File: src/rtl/core/tga_rle_pixel_decoder_assert.svh
`ifndef TGA_RLE_PIXEL_DECODER_ASSERT_SVH
`define TGA_RLE_PIXEL_DECODER_ASSERT_SVH

// same-cycle implication, checked outside reset
`define TRD_ASSERT_NOW(label, ante, cons, msg) \
   label: assert property (@(posedge clock) disable iff (reset) (ante) |-> (cons)) \
      else $error(msg);

// next-cycle implication, checked outside reset
`define TRD_ASSERT_NEXT(label, ante, cons, msg) \
   label: assert property (@(posedge clock) disable iff (reset) (ante) |=> (cons)) \
      else $error(msg);

`endif

File: src/rtl/core/tga_rle_pkg.sv
package tga_rle_pkg;

   localparam int unsigned MAX_PACKET_PIXELS = 128;
   localparam logic [2:0]  MAX_PIXEL_BYTES   = 3'd4;

   localparam logic [7:0] RUN_FLAG   = 8'h80;
   localparam logic [6:0] COUNT_MASK = 7'h7f;

   localparam logic [1:0] CSR_COMPRESSED_MODE = 2'd0;
   localparam logic [1:0] CSR_BYTES_PER_PIXEL = 2'd1;
   localparam logic [1:0] CSR_IMAGE_WIDTH     = 2'd2;
   localparam logic [1:0] CSR_IMAGE_HEIGHT    = 2'd3;

   localparam logic [2:0] BPP_RESET = 3'd3;

   typedef enum logic [1:0] {
      PH_HEADER = 2'd0,
      PH_RAW    = 2'd1,
      PH_RUN    = 2'd2
   } phase_type;

   typedef struct packed {
      logic [7:0] data_byte;
      logic       frame_start;
   } req_type;

   typedef struct packed {
      logic [31:0] pixel_value;
      logic [7:0]  repeat_count;
      logic [31:0] first_index;
      logic        image_done;
      logic        overflow_error;
   } rsp_type;

endpackage

File: src/rtl/core/tga_rle_pixel_decoder.sv
// result: a byte that completes a pixel or run has its result registered into the result queue
// throughput: one byte per cycle; a two-entry result queue keeps intake going while one
// result waits, and req_stall rises only when both entries are held
// reset: synchronous, active high; registers return to compressed mode, three bytes per
// pixel, empty image, header expected, result queue empty
module tga_rle_pixel_decoder import tga_rle_pkg::*; (
   input  logic        clock,
   input  logic        reset,
   input  logic        req_valid,
   output logic        req_stall,
   input  req_type     req_data,
   output logic        rsp_valid,
   input  logic        rsp_stall,
   output rsp_type     rsp_data,
   input  logic        csr_we,
   input  logic [1:0]  csr_index,
   input  logic [15:0] csr_wdata
);

`include "tga_rle_pixel_decoder_assert.svh"

   logic        mode_ff;
   logic [2:0]  bpp_ff;
   logic [15:0] width_ff;
   logic [15:0] height_ff;
   logic [31:0] total_ff;

   phase_type   phase_ff, phase_in;
   logic [7:0]  rem_ff, rem_in;
   logic [1:0]  pos_ff, pos_in;
   logic [31:0] asm_ff, asm_in;
   logic [31:0] wr_ff, wr_in;
   logic        stop_ff, stop_in;

   rsp_type     head_ff, tail_ff, res_in;
   logic        head_v_ff, tail_v_ff;
   logic        push, pop, accept;

   phase_type   cur_phase;
   logic [7:0]  cur_rem, rem_dec;
   logic [1:0]  cur_pos;
   logic [31:0] cur_asm, cur_wr, asm_or, left;
   logic        cur_stop, at_end, last_byte, done_one;
   logic [2:0]  eff_bpp;

   assign accept    = req_valid && !req_stall;
   assign req_stall = tail_v_ff;
   assign rsp_valid = head_v_ff;
   assign rsp_data  = head_ff;
   assign pop       = head_v_ff && !rsp_stall;

   // configuration and pixel count
   always_ff @(posedge clock) begin
      if (reset) begin
         mode_ff   <= 1'b1;
         bpp_ff    <= BPP_RESET;
         width_ff  <= '0;
         height_ff <= '0;
         total_ff  <= '0;
      end else if (csr_we) begin
         unique case (csr_index)
            CSR_COMPRESSED_MODE: mode_ff <= csr_wdata[0];
            CSR_BYTES_PER_PIXEL: bpp_ff  <= csr_wdata[2:0];
            CSR_IMAGE_WIDTH: begin
               width_ff <= csr_wdata;
               total_ff <= {16'b0, csr_wdata} * {16'b0, height_ff};
            end
            CSR_IMAGE_HEIGHT: begin
               height_ff <= csr_wdata;
               total_ff  <= {16'b0, width_ff} * {16'b0, csr_wdata};
            end
            default: ;
         endcase
      end
   end

   always_comb begin
      unique case (bpp_ff)
         3'd0:                   eff_bpp = 3'd1;
         3'd1, 3'd2, 3'd3, 3'd4: eff_bpp = bpp_ff;
         default:                eff_bpp = MAX_PIXEL_BYTES;
      endcase
   end

   // decode of one byte
   always_comb begin
      if (req_data.frame_start) begin
         cur_phase = PH_HEADER;
         cur_rem   = '0;
         cur_pos   = '0;
         cur_asm   = '0;
         cur_wr    = '0;
         cur_stop  = 1'b0;
      end else begin
         cur_phase = phase_ff;
         cur_rem   = rem_ff;
         cur_pos   = pos_ff;
         cur_asm   = asm_ff;
         cur_wr    = wr_ff;
         cur_stop  = stop_ff;
      end

      phase_in  = cur_phase;
      rem_in    = cur_rem;
      pos_in    = cur_pos;
      asm_in    = cur_asm;
      wr_in     = cur_wr;
      stop_in   = cur_stop;
      push      = 1'b0;
      res_in    = '0;

      at_end    = cur_wr >= total_ff;
      done_one  = (cur_wr + 32'd1) == total_ff;
      left      = total_ff - cur_wr;
      asm_or    = cur_asm | ({24'b0, req_data.data_byte} << {cur_pos, 3'b000});
      last_byte = ({1'b0, cur_pos} + 3'd1) >= eff_bpp;
      rem_dec   = (cur_rem != 8'd0) ? cur_rem - 8'd1 : 8'd0;

      res_in.pixel_value = asm_or;
      res_in.first_index = cur_wr;

      if (!accept || cur_stop) begin
      end else if ((!mode_ff || cur_phase == PH_HEADER) && at_end) begin
         stop_in = 1'b1;
      end else if (mode_ff && cur_phase == PH_HEADER) begin
         if ((req_data.data_byte & RUN_FLAG) == 8'd0) begin
            phase_in = PH_RAW;
         end else begin
            phase_in = PH_RUN;
         end
         rem_in = {1'b0, req_data.data_byte[6:0] & COUNT_MASK} + 8'd1;
         pos_in = '0;
         asm_in = '0;
      end else if (!last_byte) begin
         asm_in = asm_or;
         pos_in = cur_pos + 2'd1;
      end else begin
         asm_in = '0;
         pos_in = '0;
         push   = 1'b1;
         if (!mode_ff) begin
            res_in.repeat_count = 8'd1;
            res_in.image_done   = done_one;
            wr_in               = cur_wr + 32'd1;
            stop_in             = done_one;
         end else if (cur_phase == PH_RAW) begin
            if (at_end) begin
               res_in.overflow_error = 1'b1;
               stop_in               = 1'b1;
            end else begin
               res_in.repeat_count = 8'd1;
               res_in.image_done   = done_one;
               wr_in               = cur_wr + 32'd1;
               rem_in              = rem_dec;
               if (rem_dec == 8'd0) begin
                  phase_in = PH_HEADER;
                  stop_in  = done_one;
               end
            end
         end else begin
            phase_in = PH_HEADER;
            rem_in   = '0;
            if ({24'b0, cur_rem} > left) begin
               res_in.repeat_count   = left[7:0];
               res_in.image_done     = left != 32'd0;
               res_in.overflow_error = 1'b1;
               wr_in                 = total_ff;
               stop_in               = 1'b1;
            end else begin
               res_in.repeat_count = cur_rem;
               res_in.image_done   = {24'b0, cur_rem} == left;
               wr_in               = cur_wr + {24'b0, cur_rem};
               stop_in             = (cur_wr + {24'b0, cur_rem}) >= total_ff;
            end
         end
      end
   end

   always_ff @(posedge clock) begin
      if (reset) begin
         phase_ff <= PH_HEADER;
         rem_ff   <= '0;
         pos_ff   <= '0;
         asm_ff   <= '0;
         wr_ff    <= '0;
         stop_ff  <= 1'b0;
      end else if (accept) begin
         phase_ff <= phase_in;
         rem_ff   <= rem_in;
         pos_ff   <= pos_in;
         asm_ff   <= asm_in;
         wr_ff    <= wr_in;
         stop_ff  <= stop_in;
      end
   end

   // two-entry result queue
   always_ff @(posedge clock) begin
      if (reset) begin
         head_v_ff <= 1'b0;
         tail_v_ff <= 1'b0;
      end else if (pop) begin
         head_v_ff <= tail_v_ff || push;
         tail_v_ff <= tail_v_ff && push;
      end else if (push) begin
         head_v_ff <= 1'b1;
         tail_v_ff <= head_v_ff;
      end
   end

   always_ff @(posedge clock) begin
      if (pop) begin
         if (tail_v_ff) begin
            head_ff <= tail_ff;
            if (push) begin
               tail_ff <= res_in;
            end
         end else if (push) begin
            head_ff <= res_in;
         end
      end else if (push) begin
         if (head_v_ff) begin
            tail_ff <= res_in;
         end else begin
            head_ff <= res_in;
         end
      end
   end

   `TRD_ASSERT_NOW(a_queue_order, tail_v_ff, head_v_ff, "second result beat held without first")
   `TRD_ASSERT_NOW(a_stopped_silent, accept && stop_ff && !req_data.frame_start, !push,
      "result beat produced while decoder stopped")
   `TRD_ASSERT_NEXT(a_error_stops, push && res_in.overflow_error, stop_ff,
      "overflow did not stop the decoder")
   `TRD_ASSERT_NOW(a_packet_bound, 1'b1, rem_ff <= 8'(MAX_PACKET_PIXELS),
      "packet pixel count out of range")

endmodule
File: config.mk
export PLATFORM = sky130hd
export DESIGN_NAME = tga_rle_pixel_decoder
export DESIGN_NICKNAME = d
export VERILOG_FILES = /design/src/rtl/core/tga_rle_pkg.sv /design/src/rtl/core/tga_rle_pixel_decoder.sv
export VERILOG_INCLUDE_DIRS = /design/src /design/src/rtl/core
export SDC_FILE = /design/constraint.sdc
export NUM_CORES = 2
export LEC_CHECK = 0
export ABC_CLOCK_PERIOD_IN_PS = 9100
export BUFFER_PORTS_ARGS = -buffer_cell sky130_fd_sc_hd__buf_2
export CORE_ASPECT_RATIO = 0.6
export CORE_UTILIZATION = 35
export DETAILED_ROUTE_END_ITERATION = 6
export GPL_TIMING_DRIVEN = 0
export HOLD_SLACK_MARGIN = 0.1
export PLACE_DENSITY_LB_ADDON = 0.1
export SETUP_SLACK_MARGIN = 0.2
export SLEW_MARGIN = 20
export SYNTH_ARGS = -nofsm -noshare
export SYNTH_HDL_FRONTEND = slang
export SYNTH_SLANG_ARGS = --single-unit
File: constraint.sdc
create_clock -name clock -period 9.1 [get_ports clock]
set_clock_uncertainty 0.1 [all_clocks]
set_input_delay 1.365 -clock clock [delete_from_list [all_inputs] [get_ports clock]]
set_output_delay 1.365 -clock clock [all_outputs]
set_load 0.02 [all_outputs]
==> results.toml <==
[run_status]
status = "completed"

[global_route]
grt_use_total_pct = 27.94
antenna_found_initial = 10
grt_max_degree = 41
grt-ovfl-total = 0
met1_usage_pct = 45.38
grt_use_met3_pct = 11.45
use_met2_pct = 32.84
grt_pass1_vias = 28552
top_usage_layer = "met1"
grt_pass1_wl_mm = 205.4

[layout]
syn_to_final_growth_pct = 9.577
finalNonFillerCells = 5512
final_common_cell = "nand2_1"
fin_nets = 4874
post-route-util_pct = 38.91
fillers = 10174
final_layout_size_suffix_gt1_share_pct = 6.785
layout_common_cells = "nand2_1, inv_1, fa_1"

[timing]
slew_headroom_pct = 17.26
hold_viol = 0
final.period_utilization_pct = 97.82
hold_ws_ns = 0.3586
worstMarginPinSlew_ns = 1.241
fmax_ghz = 0.1123
slew_viol_final = 0
setup_violations = 0
rsz0062_at_grt = "yes"
final.min_clock_period_ns = 8.901

[cts]
clock-sinks = 295
path_clk_slew_ns = 0.08
root_buffer = "clkbuf_16"
cts_tree = "yes"
post-cts-setup-buffers = 0
cts_made_buffers = 31
clock_latency_ns = 0.63
htreeDepth = 1
cts_max_path_buffers = 3

[detailed_routing]
drc = 0
vias = 30244
drt_iter0_markers = 3411
wl_per_cell_um = 25.87
ant_nets = 0
drt-total-wl_mm = 142.6
first_pass_iters = 7
viasPerCell = 5.487

[floorplanning]
coreArea_mm2 = 0.09877
dieArea_mm2 = 0.1015
fp.dieW_um = 410.7
start_util_pct = 35.51
rows = 89
die_y_um = 247.2
ioPinCount = 108

[critical_path]
reg2reg_from = "width_ff[8]"
max_stage_delay_ns = 0.85
r2r_cells = 22
timing.critical_path.fanout_max = 10
required_ns = 9.39
path_class = "input pin to register"
r2r_slack_ns = 0.56
arrival_ns = 9.19
rr_endpoint = "total_ff[29]"
crit_chain = "buf_2 -> buf_6 -> inv_2 -> buf_2 -> buf_1 -> clkbuf_1 -> buf_1 -> nand2_1 -> ha_1 -> nand2b_1 -> a21oi_1 -> o211a_1 -> a31oi_1 -> o2111a_1 -> o311ai_0 -> nor4_1 -> nand4_1 -> buf_2 -> buf_2 -> mux2i_1 -> nor2_1 -> a21o_1"
cp-end-kind = "register"
cpMaxStageDelayCell = "clkbuf_1"
cp-start-kind = "input pin"
cp_common_cell = "buf_2"

[logic_synthesis]
synthCells = 4024
synthTopCellsByArea = "fa_1, edfxtp_1, ha_1, dfxtp_1, nand2_1"
synth_top_cell_by_area = "fa_1"
ys.flop_type = "edfxtp_1"
synth_fp_nets = 4736
syn_avg_cell_area_um2 = 8.717
synth_area_mm2 = 0.03508
ys_seq_area_share_pct = 21.06
async_reset_ff_share_pct = 0
ys_ff_latch = 295
yosys.cell_types.count = 91
synth_enable_flop_cells = 148
yosys_warnings = 0
synth_top_area_share_pct = 22.20

[place]
place_congestion = 1.020
dp_hpwl_mm = 116.6
port_buffers = 100
dp.cells = 5448

[power_and_ir_drop]
total_power_mw = 4.064
static-leakage-power_nw = 17.46
ir_drop_mv = 0.1354
pwr_density_cell_mw_per_mm2 = 105.7

[min_path]
worstHoldStart = "rem_ff[4]"
min_to = "rem_ff[4]"
hp-class = "register to register"
hold_depth = 2

[job]
timing.max_cap.violations = 0
critical path: cells and delay by family:
kind	cells	cell delay [ns]
adder cells (fa/ha/maj)	1	0.38
buffers and inverters	9	3.89
multiplexers	1	0.28
AND/OR/NAND/NOR	5	0.88
AO/OA/AOI/OAI	6	2.33
metrics by stage:
| step | worst slack [ns] | setup TNS (ns) | area (µm²) |
|---|---|---|---|
| floorplan | 0.7082 | 0 | 35080 |
| global placement | -4.350 | -445.87 | 37230 |
| detailed placement | -0.4599 | -2.317 | 37360 |
| CTS | 0.2303 | 0 | 38400 |
| global route | 0.1118 | 0 | 38420 |
| finish | 0.1988 | 0 | 38440 |
sequential cells by signal, indices dropped and copies added (netlist names):
signal / flops
asm_ff: 32
bpp_ff: 3
height_ff: 16
mode_ff: 1
phase_ff: 2
pos_ff: 2
rem_ff: 8
req_stall: 1
rsp_data: 74
rsp_valid: 1
stop_ff: 1
tail_ff: 74
total_ff: 32
width_ff: 16
wr_ff: 32
power breakdown:
part | internal, mW | switching (mW) | total [mW] | leakage (nW)
Combinational | 0.381 | 0.854 | 1.23 | 14.4
Clock | 0.751 | 0.627 | 1.38 | 0.490
Sequential | 1.41 | 0.0457 | 1.45 | 2.59
layout make-up:
class                      count  area [µm²]  area share, %
clock inverter                19       220.2         0.5729
antenna                        7       17.52        0.04557
multi-input combinational   2963       24780          64.46
clock buffer                  38       812.0          2.113
tap                         1319        1650          4.294
buffer                       219       915.9          2.383
timing repair buffer         105       605.6          1.576
inverter                     547        2053          5.342
sequential                   295        7387          19.22
cells by family after synthesis:
kind of cell | count (synthesis) | synth area share [%]
xor+xnor | 174 | 4.366
fa+ha+maj | 682 | 32.64
buf+inv | 766 | 8.393
mux | 80 | 2.461
simple gates | 1299 | 17.62
flops | 295 | 21.06
compound gates | 728 | 13.47
metal layers:
metal  share of wire, %  wire (µm)
met1                 51      72460
met4                1.3       1830
met5               0.27        385
met2                 34      48520
met3                 14      19410
Yosys cell counts (all sizes together), types with 7 or more instances:
library cell,number
nand2,560
inv,547
fa,389
ha,291
and2,246
a21oi,224
nor2,209
clkbuf,178
edfxtp,148
dfxtp,147
o21ai,137
xnor2,135
a21o,69
nor3,51
mux2,50
nand3,48
a211oi,46
a22oi,42
buf,41
nand4,39
xor2,39
mux2i,30
and3,29
nor2b,25
o22ai,21
nor4,20
nand2b,19
a31oi,17
a221oi,16
o21a,15
o21bai,15
o211ai,14
o221ai,12
o31ai,10
or2,10
a2111oi,9
a22o,9
and4,8
nor3b,8
a221o,7
a31o,7
worst max path at each step:
stage | from | to | slack, ns
3_5_place_dp | csr_wdata[1] | total_ff[30] | -0.46
6_report | req_data[0] | rsp_data[41] | 0.20
2_1_floorplan | req_data[0] | tail_ff[0] | 0.71
3_3_place_gp | req_data[0] | tail_ff[22] | -4.35
5_1_grt | csr_wdata[8] | total_ff[29] | 0.11
4_1_cts | csr_wdata[2] | total_ff[30] | 0.23
repair_timing:
| item | CTS | global route |
|---|---|---|
| gates resized for setup | 1 | 25 |
| setup endpoints to repair | 1 | 14 |
| hold buffers | 0 | 0 |
| pin swaps | 0 | 0 |
| gates cloned | 0 | 0 |
| hold endpoints to repair | 0 | 0 |
Power figures use the tool's default switching activity.
